## src/rtl/ktt_pkg.sv

```systemverilog
// ktt_pkg: shared types, widths and table depth for the key tally table
// no dependencies; compiled before every other file
package ktt_pkg;

  // table geometry
  localparam int DEPTH   = 64;
  localparam int IDX_W   = (DEPTH > 1) ? $clog2(DEPTH) : 1;
  localparam int FILL_W  = $clog2(DEPTH + 1);

  // field widths
  localparam int KEY_W   = 16;
  localparam int COUNT_W = 16;
  localparam logic [COUNT_W-1:0] COUNT_MAX = {COUNT_W{1'b1}};

  // item operation
  typedef enum logic {
    OP_ADD   = 1'b0,
    OP_FLUSH = 1'b1
  } op_t;

  // classified item held in the queue
  typedef struct packed {
    op_t              op;
    logic [KEY_W-1:0] key;
  } cmd_t;

  // queue head as seen by the back end
  typedef struct packed {
    logic valid;
    cmd_t cmd;
  } head_t;

  // back end sequencer states
  typedef enum logic [1:0] {
    ST_IDLE,
    ST_SCAN,
    ST_FLUSH
  } state_t;

endpackage

```

## src/rtl/ktt_in_if.sv

```systemverilog
// ktt_in_if: input channel carrying one add or flush word
// depends on ktt_pkg for the key width
interface ktt_in_if;
  import ktt_pkg::*;

  logic             valid;
  logic             ready;
  logic             func;
  logic [KEY_W-1:0] key;

  modport source (output valid, output func, output key, input ready);
  modport sink   (input valid, input func, input key, output ready);
endinterface

```

## src/rtl/ktt_out_if.sv

```systemverilog
// ktt_out_if: result channel carrying one table entry per word
// depends on ktt_pkg for the key and count widths
interface ktt_out_if;
  import ktt_pkg::*;

  logic               valid;
  logic               ready;
  logic [KEY_W-1:0]   entry_key;
  logic [COUNT_W-1:0] entry_count;
  logic               entry_valid;
  logic               dropped;
  logic               last;

  modport source (output valid, output entry_key, output entry_count,
                  output entry_valid, output dropped, output last, input ready);
  modport sink   (input valid, input entry_key, input entry_count,
                  input entry_valid, input dropped, input last, output ready);
endinterface

```

## src/rtl/key_tally_table_core.sv

```systemverilog
// key_tally_table_core: top level joining the input queue and the table back end
// depends on ktt_pkg, ktt_in_if, ktt_out_if, ktt_front and ktt_back
// queue: an input word is registered into the queue; the back end takes it from the queue head while idle
// add: an empty table appends at once, else a scan walks the stored keys and ends early on a key match
// flush: entry words leave through the output register, one word a cycle while the sink is ready
// empty-table flush: one not-valid word; the scan reads both table memories through one shared read address
// reset: clears queue, fill level, dropped flag and output valid; table memories are not cleared
module key_tally_table_core (
  input  logic      clk,
  input  logic      rst,
  ktt_in_if.sink    items,
  ktt_out_if.source results
);
  import ktt_pkg::*;

  head_t head;
  logic  pop;

  // front end: accept and queue words
  ktt_front u_front (
    .clk   (clk),
    .rst   (rst),
    .items (items),
    .head  (head),
    .pop   (pop)
  );

  // back end: table lookup, update and flush
  ktt_back u_back (
    .clk     (clk),
    .rst     (rst),
    .head    (head),
    .pop     (pop),
    .results (results)
  );

endmodule

```

## src/rtl/ktt_front.sv

```systemverilog
// ktt_front: accepts input words, classifies them and holds them in a two-entry queue
// depends on ktt_pkg and ktt_in_if
module ktt_front (
  input  logic          clk,
  input  logic          rst,
  ktt_in_if.sink        items,
  output ktt_pkg::head_t head,
  input  logic          pop
);
  import ktt_pkg::*;

  cmd_t       slots [2];
  logic       wr_ptr;
  logic       rd_ptr;
  logic [1:0] count;
  logic       push;
  logic       take;
  cmd_t       cmd_in;

  // classify the incoming word
  always_comb begin
    cmd_in.op  = items.func ? OP_FLUSH : OP_ADD;
    cmd_in.key = items.key;
  end

  assign items.ready = (count != 2'd2);
  assign push        = items.valid && items.ready;
  assign take        = pop && (count != 2'd0);

  assign head.valid = (count != 2'd0);
  assign head.cmd   = slots[rd_ptr];

  // queue storage
  always_ff @(posedge clk) begin
    if (push) begin
      slots[wr_ptr] <= cmd_in;
    end
  end

  // queue pointers and occupancy
  always_ff @(posedge clk) begin
    if (rst) begin
      wr_ptr <= 1'b0;
      rd_ptr <= 1'b0;
      count  <= 2'd0;
    end else begin
      if (push) begin
        wr_ptr <= ~wr_ptr;
      end
      if (take) begin
        rd_ptr <= ~rd_ptr;
      end
      count <= count + {1'b0, push} - {1'b0, take};
    end
  end

  // occupancy never goes beyond the two slots
  a_count_range: assert property (@(posedge clk) disable iff (rst)
    count <= 2'd2)
    else $error("queue occupancy out of range");

  // pointers differ exactly when one slot is held
  a_ptr_count: assert property (@(posedge clk) disable iff (rst)
    (wr_ptr != rd_ptr) == (count == 2'd1))
    else $error("queue pointers disagree with occupancy");

endmodule

```

## src/rtl/ktt_back.sv

```systemverilog
// ktt_back: key/count table, sequential lookup and flush sequencer with output register
// depends on ktt_pkg and ktt_out_if
module ktt_back (
  input  logic           clk,
  input  logic           rst,
  input  ktt_pkg::head_t head,
  output logic           pop,
  ktt_out_if.source      results
);
  import ktt_pkg::*;

  // table memories
  logic [KEY_W-1:0]   key_mem   [DEPTH];
  logic [COUNT_W-1:0] count_mem [DEPTH];

  // registers
  state_t             state;
  state_t             state_next;
  logic [FILL_W-1:0]  fill;
  logic [FILL_W-1:0]  fill_next;
  logic               drop;
  logic               drop_next;
  logic [IDX_W-1:0]   rd_idx;
  logic [IDX_W-1:0]   rd_idx_next;
  logic [KEY_W-1:0]   cur_key;
  logic [KEY_W-1:0]   key_q;
  logic [COUNT_W-1:0] count_q;

  // output register
  logic               out_valid;
  logic [KEY_W-1:0]   out_key;
  logic [COUNT_W-1:0] out_count;
  logic               out_entry_valid;
  logic               out_dropped;
  logic               out_last;

  // datapath controls
  logic               out_free;
  logic               rd_last;
  logic               hit;
  logic [IDX_W-1:0]   rd_addr;
  logic               key_we;
  logic [KEY_W-1:0]   key_wd;
  logic               cnt_we;
  logic [IDX_W-1:0]   cnt_wa;
  logic [COUNT_W-1:0] cnt_wd;
  logic [IDX_W-1:0]   app_addr;
  logic               load_out;
  logic               load_empty;
  logic               load_last;

  assign out_free = !out_valid || results.ready;
  assign rd_last  = (FILL_W'(rd_idx) + FILL_W'(1)) == fill;
  assign hit      = (key_q == cur_key);
  assign app_addr = IDX_W'(fill);

  // next state
  always_comb begin
    state_next = state;
    unique case (state)
      ST_IDLE: begin
        if (head.valid && (fill != '0)) begin
          state_next = (head.cmd.op == OP_ADD) ? ST_SCAN : ST_FLUSH;
        end
      end
      ST_SCAN: begin
        if (hit || rd_last) begin
          state_next = ST_IDLE;
        end
      end
      ST_FLUSH: begin
        if (out_free && rd_last) begin
          state_next = ST_IDLE;
        end
      end
      default: state_next = ST_IDLE;
    endcase
  end

  // sequencer outputs and table updates
  always_comb begin
    pop         = 1'b0;
    rd_addr     = rd_idx;
    rd_idx_next = rd_idx;
    fill_next   = fill;
    drop_next   = drop;
    key_we      = 1'b0;
    key_wd      = cur_key;
    cnt_we      = 1'b0;
    cnt_wa      = app_addr;
    cnt_wd      = COUNT_W'(1);
    load_out    = 1'b0;
    load_empty  = 1'b0;
    load_last   = 1'b0;
    unique case (state)
      ST_IDLE: begin
        if (head.valid) begin
          if (head.cmd.op == OP_ADD) begin
            pop = 1'b1;
            if (fill == '0) begin
              // empty table: append at once
              key_we    = 1'b1;
              key_wd    = head.cmd.key;
              cnt_we    = 1'b1;
              fill_next = FILL_W'(1);
            end else begin
              rd_addr     = '0;
              rd_idx_next = '0;
            end
          end else if (fill == '0) begin
            // empty flush gives a single not-valid word
            if (out_free) begin
              pop        = 1'b1;
              load_empty = 1'b1;
              drop_next  = 1'b0;
            end
          end else begin
            pop         = 1'b1;
            rd_addr     = '0;
            rd_idx_next = '0;
          end
        end
      end
      ST_SCAN: begin
        if (hit) begin
          cnt_we = 1'b1;
          cnt_wa = rd_idx;
          cnt_wd = (count_q == COUNT_MAX) ? count_q : count_q + COUNT_W'(1);
        end else if (rd_last) begin
          if (fill < FILL_W'(DEPTH)) begin
            key_we    = 1'b1;
            cnt_we    = 1'b1;
            fill_next = fill + FILL_W'(1);
          end else begin
            drop_next = 1'b1;
          end
        end else begin
          rd_addr     = rd_idx + IDX_W'(1);
          rd_idx_next = rd_idx + IDX_W'(1);
        end
      end
      ST_FLUSH: begin
        if (out_free) begin
          load_out = 1'b1;
          if (rd_last) begin
            load_last = 1'b1;
            fill_next = '0;
            drop_next = 1'b0;
          end else begin
            rd_addr     = rd_idx + IDX_W'(1);
            rd_idx_next = rd_idx + IDX_W'(1);
          end
        end
      end
      default: begin
        pop = 1'b0;
      end
    endcase
  end

  // table memories, registered read
  always_ff @(posedge clk) begin
    if (key_we) begin
      key_mem[app_addr] <= key_wd;
    end
    if (cnt_we) begin
      count_mem[cnt_wa] <= cnt_wd;
    end
    key_q   <= key_mem[rd_addr];
    count_q <= count_mem[rd_addr];
  end

  // control registers
  always_ff @(posedge clk) begin
    if (rst) begin
      state     <= ST_IDLE;
      fill      <= '0;
      drop      <= 1'b0;
      rd_idx    <= '0;
      out_valid <= 1'b0;
    end else begin
      state  <= state_next;
      fill   <= fill_next;
      drop   <= drop_next;
      rd_idx <= rd_idx_next;
      if (load_out || load_empty) begin
        out_valid <= 1'b1;
      end else if (results.ready) begin
        out_valid <= 1'b0;
      end
    end
  end

  // add key latch and output word payload
  always_ff @(posedge clk) begin
    if (pop && (head.cmd.op == OP_ADD)) begin
      cur_key <= head.cmd.key;
    end
    if (load_out) begin
      out_key         <= key_q;
      out_count       <= count_q;
      out_entry_valid <= 1'b1;
      out_dropped     <= drop;
      out_last        <= rd_last;
    end else if (load_empty) begin
      out_key         <= '0;
      out_count       <= '0;
      out_entry_valid <= 1'b0;
      out_dropped     <= drop;
      out_last        <= 1'b1;
    end
  end

  assign results.valid       = out_valid;
  assign results.entry_key   = out_key;
  assign results.entry_count = out_count;
  assign results.entry_valid = out_entry_valid;
  assign results.dropped     = out_dropped;
  assign results.last        = out_last;

  // fill level never exceeds the table depth
  a_fill_range: assert property (@(posedge clk) disable iff (rst)
    fill <= FILL_W'(DEPTH))
    else $error("fill level beyond table depth");

  // loading the final entry of a flush empties the table and clears the flag
  a_flush_clears: assert property (@(posedge clk) disable iff (rst)
    load_last |=> (fill == '0) && !drop && (state == ST_IDLE))
    else $error("table not cleared after flush");

  // a lookup or flush walk only runs over a non-empty table
  a_walk_nonempty: assert property (@(posedge clk) disable iff (rst)
    (state != ST_IDLE) |-> (fill != '0))
    else $error("table walk over empty table");

endmodule
```

## src/flat_wrapper.sv

```systemverilog
// flat-port wrapper written by rule: the top's interface ports become plain ports
module key_tally_table_core_flat import ktt_pkg::*;
  (clk, rst, items_valid, items_func, items_key, items_ready, results_valid, results_entry_key, results_entry_count, results_entry_valid, results_dropped, results_last, results_ready);
  ktt_in_if items_i ();
  ktt_out_if results_i ();
  input  logic clk;
  input  logic rst;
  input wire logic [$bits(items_i.valid)-1:0] items_valid;
  input wire logic [$bits(items_i.func)-1:0] items_func;
  input wire logic [$bits(items_i.key)-1:0] items_key;
  output wire logic [$bits(items_i.ready)-1:0] items_ready;
  output wire logic [$bits(results_i.valid)-1:0] results_valid;
  output wire logic [$bits(results_i.entry_key)-1:0] results_entry_key;
  output wire logic [$bits(results_i.entry_count)-1:0] results_entry_count;
  output wire logic [$bits(results_i.entry_valid)-1:0] results_entry_valid;
  output wire logic [$bits(results_i.dropped)-1:0] results_dropped;
  output wire logic [$bits(results_i.last)-1:0] results_last;
  input wire logic [$bits(results_i.ready)-1:0] results_ready;
  assign items_i.valid = items_valid;
  assign items_i.func = items_func;
  assign items_i.key = items_key;
  assign items_ready = items_i.ready;
  assign results_valid = results_i.valid;
  assign results_entry_key = results_i.entry_key;
  assign results_entry_count = results_i.entry_count;
  assign results_entry_valid = results_i.entry_valid;
  assign results_dropped = results_i.dropped;
  assign results_last = results_i.last;
  assign results_i.ready = results_ready;
  key_tally_table_core u_core (.clk(clk), .rst(rst), .items(items_i), .results(results_i));
endmodule
```

## config.mk

```make
export PLATFORM = sky130hd
export DESIGN_NAME = key_tally_table_core_flat
export DESIGN_NICKNAME = d
export VERILOG_FILES = /design/src/rtl/ktt_pkg.sv /design/src/rtl/ktt_in_if.sv /design/src/rtl/ktt_out_if.sv /design/src/rtl/key_tally_table_core.sv /design/src/rtl/ktt_front.sv /design/src/rtl/ktt_back.sv /design/src/flat_wrapper.sv
export SDC_FILE = /design/constraint.sdc
export NUM_CORES = 2
export LEC_CHECK = 0
export ABC_AREA = 1
export BUFFER_PORTS_ARGS = -buffer_cell sky130_fd_sc_hd__buf_2
export CAP_MARGIN = 20
export CORE_MARGIN = 2
export CORE_UTILIZATION = 25
export CTS_BUF_LIST = sky130_fd_sc_hd__clkbuf_16
export CTS_CLUSTER_DIAMETER = 120
export CTS_CLUSTER_SIZE = 12
export DETAILED_ROUTE_END_ITERATION = 7
export SYNTH_ARGS = -nofsm -noshare
export SYNTH_HDL_FRONTEND = slang
export SYNTH_HIERARCHICAL = 1
export SYNTH_SLANG_ARGS = --single-unit
export TNS_END_PERCENT = 100
```

## constraint.sdc

```tcl
create_clock -name clk -period 13.52 [get_ports clk]
set_input_delay 1.352 -clock clk [delete_from_list [all_inputs] [get_ports clk]]
set_output_delay 1.352 -clock clk [all_outputs]
set_load 0.01 [all_outputs]
```

==> results.cfg <==
[floorplan]
fp-row-count = 228
core_region_area_sq_mm = 0.385
die_area_sq_mm = 0.391
initial_utilization_pct = 25.1
die_h_um = 625
io_pins = 58
die_x_um = 625

[final_layout]
multi_input_area_sq_mm = 0.0238
drive_gt1_share_pct = 6.66
fill_cells = 39191
areaGrowthSynthToFinish_pct = 12.4
finalNonFillerCells = 13960
layout_commonest_cell = nand3_1
seq_area_sq_mm = 0.0651
finalNetCount = 8815
layout_common_cells = nand3_1, edfxtp_1, nand2_1, inv_1, nand3b_1
diodes = 0

[timing]
drv_slew = 0
max_freq_ghz = 0.151
hold_viol = 0
finalSetupViolations = 0
worstMarginPinSlew_ps = 1140
finalCriticalPeriod_ps = 6640
min_period_over_period_pct = 49.1
skew_ps = 65.4
rsz0062_at_grt = no
fin_tns_setup_ps = 0
slew_headroom_pct = 24.2

[synthesis]
syn_inst = 8845
synth_area_leaders = edfxtp_1, nand3_1, nand2_1
synthArstFlopShare_pct = 0
synthDistinctLibCells = 41
ys_ff_latch = 2187
yosys_warnings = 6
synth_ff_type = edfxtp_1
syn_area_sq_mm = 0.0965
synthesis.nets = 8876
synth_edf_count = 2132
yosys.area.top_type_share_pct = 66.3
seq_area_frac_synth_pct = 67.5
synth.avg_cell_area_sq_um = 10.9
synth.largest_area_cell = edfxtp_1

[power]
pwr-share-comb_pct = 47.1
switching_share_pct = 46.2
power.internal_mw = 13.8
pwr-share-seq_pct = 32.5
powerDensity_mw_per_mm2 = 237
p_leak_nw = 41.5
p_sw_mw = 11.9
max-vdd-ir-drop_mv = 0.364
clkPwrFrac_pct = 20.4

[route]
vias = 64673
drc = 0
routed_wl_um = 275000
firstDrtPassIters = 8
drt_iter0_drc = 7207
ant_nets = 0
via_per_inst = 4.63
wl_per_cell_um = 19.7

[setup_path]
path_cells = clkinv_1 > nand3_1 > nand2_1 > nor2_1 > nand2_1 > nor2_2 > nand2_1 > nand2_1 > nand3_1 > nand2_1 > nand2_8 > nand2_8 > buf_4 > buf_12 > nand2_1 > nand3_1 > nand3_1 > nand3_1 > nand3_1 > nand3_1 > nand2_1
critPathKind = reg2reg
crit_arrival_ps = 7380
cp_max_fo = 215
required_ps = 14260
slowest_delay_ps = 870
cp_slowest_cell = buf_4
crit_path_end_kind = register
start_kind = register

[worst_hold_path]
hold_class = reg2reg

[place]
dp.cells = 13631
gp_congestion = 0.832
portBuffers = 57
dp_hpwl_um = 147000

[clock_tree]
cts_tree = built
clock_tree.root_cell = clkbuf_16
holdBufCountCts = 0
clk_latency_ps = 900
clk_pin_slew_ps = 70
clock_sinks = 2187
post-cts-setup-buffers = 0
cts_buffers = 208
cts_buffer_depth = 4
cts_resized = 0
htreeDepth = 4

[global_route]
grt_pass1_wl_um = 404000
grt_max_degree = 216
grt_overflow = 0
grt_usage_pct = 13.5
antenna_found_initial = 3
first_global_vias = 59916

[run_status]
status = complete, no violations

[run]
maxCapViolCount = 0
==> final timing paths <==
path                          from  cells after the start  slack (ps)                            end
max          u_core/u_back/fill[2]                     21        6880      u_core/u_back/count_q[15]
min             u_core/u_back/drop                      0         430  u_core/u_back/results.dropped
max reg2reg  u_core/u_back/fill[2]                     21        6880      u_core/u_back/count_q[15]
min reg2reg     u_core/u_back/drop                      0         430  u_core/u_back/results.dropped
==> power by group through the flow <==
| stage | clock network [mW] | registers, mW | logic (mW) |
|---|---|---|---|
| floorplan | 0 | 8.44 | 7.96 |
| global placement | 0 | 8.50 | 12.0 |
| detailed placement | 0 | 8.50 | 12.0 |
| CTS | 5.33 | 8.36 | 12.1 |
| global route | 5.59 | 8.37 | 13.1 |
| finish | 5.24 | 8.36 | 12.1 |
==> metal layers <==
metal  GRT usage (%)  part of all wire, %  up-vias
met4            4.01                  3.0        4
met1            18.9                   43    31858
li1                -                    -    29845
met5               0               0.0098        -
met2            21.6                   46     2553
met3            2.17                  7.8      413
==> critical path: cells and delay by family, from the launching register on <==
family / cells / cell delay [ps]
buffers and inverters: 3 / 2080
DFF: 1 / 670
and+or+nand+nor: 18 / 3320
==> logic make-up after synthesis <==
family / Yosys count / share of synthesized area [%]
muxes: 17 / 0.237
xor gates and xnor gates: 4 / 0.0363
and+or+nand+nor: 4586 / 23.2
buffers and inverters: 1949 / 8.35
adders and majority gates: 10 / 0.130
AOI/OAI and AO/OA: 92 / 0.543
DFF: 2187 / 67.5
==> through the flow <==
step	power (mW)	setup WS, ps	hold slack [ps]	area (sq um)	util [%]
2_1_floorplan	16.4	8360	408	96500	-
5_1_grt	27.1	6510	438	108000	28.2
4_1_cts	25.7	7100	431	108000	28.2
3_3_place_gp	20.5	6870	419	103000	26.7
6_report	25.7	6880	430	108000	28.2
3_5_place_dp	20.5	6900	414	103000	26.7
==> sequential cells by signal, summed over array words and instances (netlist names), named ones only <==
| signal | flops |
|---|---|
| u_core/u_front/count | 2 |
| u_core/u_back/results.last | 1 |
| u_core/u_front/wr_ptr | 1 |
| u_core/u_back/state | 2 |
| u_core/u_front/rd_ptr | 1 |
| u_core/u_back/rd_idx | 6 |
| u_core/u_back/count_q | 16 |
| u_core/u_back/key_q | 16 |
| u_core/u_back/results.dropped | 1 |
| u_core/u_front/slots | 34 |
| u_core/u_back/cur_key | 16 |
| u_core/u_back/drop | 1 |
| u_core/u_back/results.entry_count | 16 |
| u_core/u_back/results.valid | 1 |
| u_core/u_back/results.entry_key | 16 |
| u_core/u_back/count_mem | 1024 |
| u_core/u_back/fill | 7 |
| u_core/u_back/key_mem | 1024 |
| u_core/u_back/results.entry_valid | 1 |
==> Yosys cell counts, types with 5 or more instances <==
master    instances
o21ai_1           5
mux2_4           10
inv_2             9
buf_6            15
dfxtp_1          55
nor2_1          211
a211oi_1          6
clkbuf_1         84
ha_1             10
nor3_1           15
nand2_1        1540
nor4_1            7
nand4_1          12
nand3_1        2152
buf_1            41
buf_4            37
inv_1          1383
nand3b_1        640
a21oi_1          27
o21ai_0          39
nor2_2            5
buf_2           374
edfxtp_1       2132
mux2_2            7
==> final cells by class <==
| cell class | instances | share of cell area (%) |
|---|---|---|
| flip-flops and latches | 2187 | 60.0 |
| clock inverters | 117 | 0.451 |
| clock buffers | 209 | 4.82 |
| repair buffers | 282 | 2.06 |
| inverters | 1396 | 4.85 |
| well taps | 5060 | 5.84 |
| multi-input cells | 4709 | 21.9 |
No activity file was read; power rests on OpenSTA's default activity.
